File: src/rtl/rau_pkg.sv
// rau_pkg: opcodes, sequencer states and shared constants for the rational unit.
// No dependencies.
`timescale 1ns / 1ps
package rau_pkg;
  typedef enum logic [2:0] {
    OP_ADD = 3'd0,
    OP_SUB = 3'd1,
    OP_MUL = 3'd2,
    OP_DIV = 3'd3,
    OP_CMP = 3'd4
  } opcode_t;

  typedef enum logic [3:0] {
    S_IDLE,
    S_MUL1,
    S_MUL2,
    S_MUL3,
    S_COMB,
    S_LOAD,
    S_GCD,
    S_GCDW,
    S_DIVN,
    S_DIVNW,
    S_DIVD,
    S_DIVDW,
    S_DONE
  } state_t;

  localparam int WIDE = 64;
  localparam logic [1:0] ORD_LT = 2'b11;
  localparam logic [1:0] ORD_EQ = 2'b00;
  localparam logic [1:0] ORD_GT = 2'b01;
endpackage

File: src/rtl/rau_if.sv
// rau_in_if / rau_out_if: valid-ready channels of the rational unit.
// Depends on nothing.
`timescale 1ns / 1ps
interface rau_in_if;
  logic               valid;
  logic               ready;
  logic [2:0]         opcode;
  logic signed [31:0] a_num;
  logic [30:0]        a_den;
  logic signed [31:0] b_num;
  logic [30:0]        b_den;
  modport source(output valid, opcode, a_num, a_den, b_num, b_den, input ready);
  modport sink(input valid, opcode, a_num, a_den, b_num, b_den, output ready);
endinterface

interface rau_out_if;
  logic               valid;
  logic               ready;
  logic signed [63:0] res_num;
  logic [62:0]        res_den;
  logic signed [1:0]  order;
  logic               div_zero;
  modport source(output valid, res_num, res_den, order, div_zero, input ready);
  modport sink(input valid, res_num, res_den, order, div_zero, output ready);
endinterface

File: src/rtl/rau_divider.sv
// rau_divider: 64-bit restoring divider, one quotient bit per cycle.
// Depends on rau_pkg.
`timescale 1ns / 1ps
module rau_divider
  import rau_pkg::*;
(
  input  logic            clk,
  input  logic            rst,
  input  logic            start,
  input  logic [WIDE-1:0] dividend,
  input  logic [WIDE-1:0] divisor,
  output logic            done,
  output logic [WIDE-1:0] quotient,
  output logic [WIDE-1:0] remainder
);
  logic [WIDE-1:0] rem, quo, dsr;
  logic [6:0]      cnt;
  logic            busy;
  logic [WIDE:0]   trial;
  logic [WIDE:0]   diff;

  assign trial = {rem, quo[WIDE-1]};
  assign diff  = trial - {1'b0, dsr};

  always_ff @(posedge clk) begin
    if (rst) begin
      busy <= 1'b0;
      done <= 1'b0;
      cnt  <= '0;
    end else begin
      done <= 1'b0;
      if (start) begin
        busy <= 1'b1;
        cnt  <= 7'd0;
        rem  <= '0;
        quo  <= dividend;
        dsr  <= divisor;
      end else if (busy) begin
        if (!diff[WIDE]) begin
          rem <= diff[WIDE-1:0];
          quo <= {quo[WIDE-2:0], 1'b1};
        end else begin
          rem <= trial[WIDE-1:0];
          quo <= {quo[WIDE-2:0], 1'b0};
        end
        cnt <= cnt + 7'd1;
        if (cnt == 7'(WIDE - 1)) begin
          busy <= 1'b0;
          done <= 1'b1;
        end
      end
    end
  end

  assign quotient  = quo;
  assign remainder = rem;
endmodule

File: src/rtl/rational_arith_unit_core.sv
// Rational arithmetic unit: cross-multiply, Euclidean gcd, exact reduction.
// The number of Euclid steps is zero when the raw numerator or denominator is zero.
// One shared 32x32 multiplier and one shared 64-bit divider.
// A new item is accepted only after the previous result is taken; ready is high only when idle.
// Synchronous active-high reset returns the sequencer to idle, no output valid.
`timescale 1ns / 1ps
module rational_arith_unit_core
  import rau_pkg::*;
#(
  parameter int OPERAND_BITS = 32
) (
  input  logic clk,
  input  logic rst,
  rau_in_if.sink    in_ch,
  rau_out_if.source out_ch
);
  localparam int NB = OPERAND_BITS;

  state_t state, state_next;
  logic [2:0] op;
  logic signed [31:0] an, ad, bn, bd;
  logic signed [63:0] p0, p1, p2, n_raw, d_raw;
  logic [63:0] gx, gy, nm, dm;
  logic neg, dz;
  logic signed [31:0] mul_a, mul_b;
  logic signed [63:0] mul_p;
  logic dv_start, dv_done;
  logic [63:0] dv_n, dv_d, dv_q, dv_r;
  logic [63:0] n_mag, d_mag, rn;
  logic zero_case;

  logic signed [NB-1:0] an_s, bn_s;
  logic [NB-2:0] ad_u, bd_u;
  assign an_s = in_ch.a_num[NB-1:0];
  assign bn_s = in_ch.b_num[NB-1:0];
  assign ad_u = in_ch.a_den[NB-2:0];
  assign bd_u = in_ch.b_den[NB-2:0];

  assign in_ch.ready = (state == S_IDLE);
  assign out_ch.valid = (state == S_DONE);

  // single shared multiplier, operands chosen by step
  always_comb begin
    mul_a = an;
    mul_b = bd;
    unique case (state)
      S_MUL1: mul_b = (op == OP_MUL) ? bn : bd;
      S_MUL2: begin mul_a = ad; mul_b = (op == OP_DIV) ? bn : bd; end
      S_MUL3: begin mul_a = ad; mul_b = bn; end
      default: ;
    endcase
  end
  assign mul_p = mul_a * mul_b;

  rau_divider u_div (
    .clk(clk), .rst(rst), .start(dv_start), .dividend(dv_n), .divisor(dv_d),
    .done(dv_done), .quotient(dv_q), .remainder(dv_r)
  );

  always_comb begin
    state_next = state;
    unique case (state)
      S_IDLE:  if (in_ch.valid) state_next = S_MUL1;
      S_MUL1:  state_next = S_MUL2;
      S_MUL2:  state_next = S_MUL3;
      S_MUL3:  state_next = S_COMB;
      S_COMB:  state_next = S_LOAD;
      S_LOAD:  state_next = S_GCD;
      S_GCD:   state_next = (gy == 64'd0) ? S_DIVN : S_GCDW;
      S_GCDW:  if (dv_done) state_next = S_GCD;
      S_DIVN:  state_next = S_DIVNW;
      S_DIVNW: if (dv_done) state_next = S_DIVD;
      S_DIVD:  state_next = S_DIVDW;
      S_DIVDW: if (dv_done) state_next = S_DONE;
      S_DONE:  if (out_ch.ready) state_next = S_IDLE;
      default: state_next = S_IDLE;
    endcase
  end

  // divider is started for one cycle; its operands are captured at start
  always_comb begin
    dv_start = 1'b0;
    dv_n = gx;
    dv_d = gy;
    unique case (state)
      S_GCD:  dv_start = (gy != 64'd0);
      S_DIVN: begin dv_start = 1'b1; dv_n = nm; dv_d = gx; end
      S_DIVD: begin dv_start = 1'b1; dv_n = dm; dv_d = gx; end
      default: ;
    endcase
  end

  assign n_mag = n_raw[63] ? 64'(-n_raw) : 64'(n_raw);
  assign d_mag = d_raw[63] ? 64'(-d_raw) : 64'(d_raw);

  always_ff @(posedge clk) begin
    if (rst) begin
      state <= S_IDLE;
    end else begin
      state <= state_next;
      unique case (state)
        S_IDLE: if (in_ch.valid) begin
          op <= in_ch.opcode;
          an <= 32'(an_s);
          bn <= 32'(bn_s);
          ad <= {{(33-NB){1'b0}}, ad_u};
          bd <= {{(33-NB){1'b0}}, bd_u};
        end
        S_MUL1: p0 <= mul_p;
        S_MUL2: p1 <= mul_p;
        S_MUL3: p2 <= mul_p;
        S_COMB: begin
          dz <= (op == OP_DIV) && (bn == 32'sd0);
          // divide by a zero fraction leaves d_raw at zero, which reduces to 0/1
          case (op) inside
            OP_ADD:         begin n_raw <= p0 + p2; d_raw <= p1; end
            OP_SUB, OP_CMP: begin n_raw <= p0 - p2; d_raw <= p1; end
            OP_MUL, OP_DIV: begin n_raw <= p0; d_raw <= p1; end
            default:        begin n_raw <= 64'sd0; d_raw <= 64'sd1; end
          endcase
        end
        S_LOAD: begin
          neg <= n_raw[63] ^ d_raw[63];
          if (n_raw == 64'sd0 || d_raw == 64'sd0) begin
            nm <= 64'd0;
            dm <= 64'd1;
            gx <= 64'd1;
            gy <= 64'd0;
          end else begin
            nm <= n_mag;
            dm <= d_mag;
            gx <= n_mag;
            gy <= d_mag;
          end
        end
        S_GCDW: if (dv_done) begin
          gx <= gy;
          gy <= dv_r;
        end
        S_DIVNW: if (dv_done) nm <= dv_q;
        S_DIVDW: if (dv_done) dm <= dv_q;
        default: ;
      endcase
    end
  end

  assign zero_case = (nm == 64'd0);
  assign rn = neg ? 64'(-nm) : nm;
  assign out_ch.res_num  = rn;
  assign out_ch.res_den  = dm[62:0];
  assign out_ch.div_zero = dz;
  always_comb begin
    out_ch.order = ORD_EQ;
    if (op == OP_CMP && !zero_case) out_ch.order = rn[63] ? ORD_LT : ORD_GT;
  end

  a_done_den: assert property (@(posedge clk) disable iff (rst)
    out_ch.valid |-> out_ch.res_den != 63'd0)
    else $error("zero denominator on output");
  a_busy_nready: assert property (@(posedge clk) disable iff (rst)
    (state != S_IDLE) |-> !in_ch.ready)
    else $error("ready while busy");
  a_hold: assert property (@(posedge clk) disable iff (rst)
    (out_ch.valid && !out_ch.ready) |=> out_ch.valid && $stable(out_ch.res_num))
    else $error("result dropped");
  a_dz_zero: assert property (@(posedge clk) disable iff (rst)
    (out_ch.valid && out_ch.div_zero) |-> out_ch.res_num == 64'sd0)
    else $error("div by zero gave nonzero");
endmodule

File: src/flat_wrapper.sv
// flat-port wrapper written by rule: the top's interface ports become plain ports
module rational_arith_unit_core_flat import rau_pkg::*;
#(
  parameter int OPERAND_BITS = 32
)
  (clk, rst, in_ch_valid, in_ch_opcode, in_ch_a_num, in_ch_a_den, in_ch_b_num, in_ch_b_den, in_ch_ready, out_ch_valid, out_ch_res_num, out_ch_res_den, out_ch_order, out_ch_div_zero, out_ch_ready);
  rau_in_if in_ch_i ();
  rau_out_if out_ch_i ();
  input  logic clk;
  input  logic rst;
  input wire logic [$bits(in_ch_i.valid)-1:0] in_ch_valid;
  input wire logic [$bits(in_ch_i.opcode)-1:0] in_ch_opcode;
  input wire logic [$bits(in_ch_i.a_num)-1:0] in_ch_a_num;
  input wire logic [$bits(in_ch_i.a_den)-1:0] in_ch_a_den;
  input wire logic [$bits(in_ch_i.b_num)-1:0] in_ch_b_num;
  input wire logic [$bits(in_ch_i.b_den)-1:0] in_ch_b_den;
  output wire logic [$bits(in_ch_i.ready)-1:0] in_ch_ready;
  output wire logic [$bits(out_ch_i.valid)-1:0] out_ch_valid;
  output wire logic [$bits(out_ch_i.res_num)-1:0] out_ch_res_num;
  output wire logic [$bits(out_ch_i.res_den)-1:0] out_ch_res_den;
  output wire logic [$bits(out_ch_i.order)-1:0] out_ch_order;
  output wire logic [$bits(out_ch_i.div_zero)-1:0] out_ch_div_zero;
  input wire logic [$bits(out_ch_i.ready)-1:0] out_ch_ready;
  assign in_ch_i.valid = in_ch_valid;
  assign in_ch_i.opcode = in_ch_opcode;
  assign in_ch_i.a_num = in_ch_a_num;
  assign in_ch_i.a_den = in_ch_a_den;
  assign in_ch_i.b_num = in_ch_b_num;
  assign in_ch_i.b_den = in_ch_b_den;
  assign in_ch_ready = in_ch_i.ready;
  assign out_ch_valid = out_ch_i.valid;
  assign out_ch_res_num = out_ch_i.res_num;
  assign out_ch_res_den = out_ch_i.res_den;
  assign out_ch_order = out_ch_i.order;
  assign out_ch_div_zero = out_ch_i.div_zero;
  assign out_ch_i.ready = out_ch_ready;
  rational_arith_unit_core #(.OPERAND_BITS(OPERAND_BITS)) u_core (.clk(clk), .rst(rst), .in_ch(in_ch_i), .out_ch(out_ch_i));
endmodule
File: config.mk
export PLATFORM = sky130hd
export DESIGN_NAME = rational_arith_unit_core_flat
export DESIGN_NICKNAME = d
export VERILOG_FILES = /design/src/rtl/rau_pkg.sv /design/src/rtl/rau_if.sv /design/src/rtl/rau_divider.sv /design/src/rtl/rational_arith_unit_core.sv /design/src/flat_wrapper.sv
export SDC_FILE = /design/constraint.sdc
export NUM_CORES = 2
export LEC_CHECK = 0
export BUFFER_PORTS_ARGS = -buffer_cell sky130_fd_sc_hd__buf_2
export CORE_UTILIZATION = 55
export DETAILED_ROUTE_END_ITERATION = 12
export PLACE_DENSITY = 0.77
export SLEW_MARGIN = 20
export SYNTH_ARGS = -nofsm -noshare
export SYNTH_HDL_FRONTEND = slang
export SYNTH_SLANG_ARGS = --single-unit
export TNS_END_PERCENT = 30
File: constraint.sdc
create_clock -name clk -period 34.6 [get_ports clk]
set_clock_uncertainty 0.2 [all_clocks]
set_input_delay 1.73 -clock clk [delete_from_list [all_inputs] [get_ports clk]]
set_output_delay 1.73 -clock clk [all_outputs]
set_load 0.03 [all_outputs]
==> out/results.ini <==
[cts]
clkTransAtPathRegs_ns = 0.06
cts_root_buf = clkbuf_16
cts_max_level = 3
clk_path_buf_depth = 3
cts_tree = done
cts_setup_buffers = 0
clock_latency_ns = 0.77
cts_hold_buf = 0
cts_resized = 0
clock-sinks = 912
cts_made_buffers = 97

[drt]
drtAntennaViolNets = 0
drcViolationCount = 0
viasPerCell = 6.096
dr_total_vias = 67583
firstDrtPassIters = 11
drtIter0Drc = 7803
routed_wl_um = 268700
routedWlPerCell_um = 24.24

[logic_synthesis]
yosysSeqAreaShare = 0.3131
synth_top_cell_area_share = 0.3102
synth_area_leaders = edfxtp_1 31%, fa_1 25%, nand2_1 5.8%, ha_1 5.4%, inv_1 5.1%
syn-instance-count = 9010
yosysTopAreaCell = edfxtp_1
async_flop_share = 0
yosysUniqueCellTypes = 79
yosys_warnings = 0
syn_avg_cell_area_um2 = 9.660
synth_seq_cells = 912
synth_area_mm2 = 0.08704
syn-num-nets = 10606
synth_edf_count = 899
ys.flop_type = edfxtp_1

[place]
finalWeightedCongestion = 1.037
dp_hpwl_um = 206700
io_buffers = 264

[global_routing]
grt_pass1_vias = 68222
grt_first_pass_wirelength_um = 409100
grt_start_max_net_pins = 198
grt_usage = 0.3389
antenna_found_initial = 7
overflow = 0

[worst_setup_path]
cp_data_arrival_time_ns = 12.07
reg2reg_to = u_core.p0[63]$_DFFE_PP_
max_stage_delay_ns = 0.88
critPathSlowestCell = fa_1
rrSetupSlack_ns = 22.75
required_ns = 34.82
r2r-start = u_core.op[1]$_DFFE_PP_
critical_path.startpoint_type = flop
reg2reg_depth = 35
cp.depth = 35
worst-path-buf-inv = 10
crit_family = adder cells
path_class = reg -> reg
crit_fanout = 32
startpoint = u_core.op[1]$_DFFE_PP_
endpoint_kind = flop

[hold_path]
worstHoldPathCells = 1
hp-start = u_core.p1[33]$_DFFE_PP_
min-delay-path-class = reg -> reg
whs_endpoint = u_core.d_raw[33]$_DFFE_PP_

[timing]
fin_crit_sh = 0.3425
slew_viol_final = 0
fin_crit_ns = 11.85
setup_viol = 0
slew_headroom = 0.2129
rsz0062_at_grt = no
fmax_ghz = 0.08439
worst_pin_slew_ns = 1.170
setup_tns_ns = 0
finalHoldViolations = 0

[floorplanning]
die_h_um = 399.8
die-width_um = 399.8
initial_core_util = 0.5559
io_pins = 265
core_mm2 = 0.1566
fp-row-count = 145
die-area_mm2 = 0.1598

[layout]
mostFrequentLayoutCells = 1334 x nand2_1, 1184 x inv_1, 1085 x fa_1, 903 x nor2_1, 899 x edfxtp_1
area_delta_synth_final_pct = 6.896
fillers = 13070
multi_input_area_mm2 = 0.05328
mostFrequentLayoutCell = nand2_1
regArea_mm2 = 0.02726
nNetsFinal = 10544
drive_gt1_frac = 0.07158

[outcome]
status = completed

[run]
cap_violations = 0

## Yosys cell counts (31+ instances only)
master	count
nand2_1	1341
inv_1	1184
fa_1	1085
nor2_1	908
edfxtp_1	899
clkbuf_1	425
a21oi_1	420
o21ai_0	407
ha_1	378
xnor2_1	283
a21o_1	96
and2_1	96
mux2i_1	88
nand3_1	83
o31ai_1	80
nor3_1	74
o21ai_1	74
a222oi_1	64
buf_4	64
nand2b_1	64
nand4_1	64
o21bai_1	63
nor4_1	58
xor2_1	54
or3_1	41
a221o_1	37
o41ai_1	34
a31oi_1	33
nor2b_1	33
buf_1	32
or4_1	31
## metrics by stage
step | hold slack (ns) | utilization | setup WS [ns] | cells | instance area, um^2
CTS | 0.3131 | 0.5940 | 22.93 | 11082 | 93000
global route | 0.3318 | 0.5942 | 22.14 | 11083 | 93030
detailed placement | 0.2916 | 0.5730 | 22.95 | 10906 | 89720
floorplan | 0.2773 | - | 19.35 | 9010 | 87040
global placement | 0.2839 | 0.5727 | 23.05 | 10904 | 89670
finish | 0.3131 | 0.5943 | 22.75 | 11087 | 93040
## layer usage
metal	vias up	global-route usage	share of wire	routed length [um]
li1	29744	-	-	-
met5	-	0	0.000048	13
met3	634	0.07878	0.11	30280
met2	3966	0.5270	0.44	119500
met1	33237	0.4588	0.39	106000
met4	2	0.1383	0.048	12860
## flip-flops by register name (all words and copies together), names as in the netlist, 64 cells and up
register                flops
u_core.p0                  64
u_core.u_div.dsr           64
u_core.gx                  64
u_core.d_raw               64
u_core.dm                  64
u_core.n_raw               64
u_core.u_div.remainder     64
u_core.u_div.quotient      64
u_core.gy                  64
u_core.nm                  64
u_core.p2                  64
u_core.p1                  64
## layout make-up
type                    count  share of cell area
clock buffers             110             0.02694
inverters                1186             0.04785
multi-input cells        6379              0.5727
well taps                2058             0.02768
diodes                      4           0.0001076
flip-flops and latches    912              0.2929
clock inverters            66            0.008311
repair buffers            372             0.02348
## how the worst max path moves through the flow
stage,end
after floorplan,u_core.d_raw[0]$_DFFE_PP_
after global placement,u_core.p0[63]$_DFFE_PP_
after detailed placement,u_core.p0[63]$_DFFE_PP_
after CTS,u_core.p0[59]$_DFFE_PP_
after global routing,u_core.p0[63]$_DFFE_PP_
final,u_core.p0[63]$_DFFE_PP_
## worst reg2reg max path, delay by kind of cell (launching register included)
kind,cells,cell delay (ns)
adders and majority gates,9,4.66
buffers and inverters,10,1.94
AOI/OAI and AO/OA,8,1.60
and+or+nand+nor,7,2.69
xor gates and xnor gates,1,0.14
DFF,1,0.33
## cells by family after synthesis
| logic type | synth area share |
|---|---|
| DFF | 0.3131 |
| and+or+nand+nor | 0.1415 |
| AOI/OAI and AO/OA | 0.1155 |
| xor gates and xnor gates | 0.03391 |
| buffers and inverters | 0.07757 |
| adders and majority gates | 0.3039 |
| muxes | 0.01452 |
Power is not shown: default switching activity piles up to over one toggle a cycle in this logic, so the estimate is an artifact.
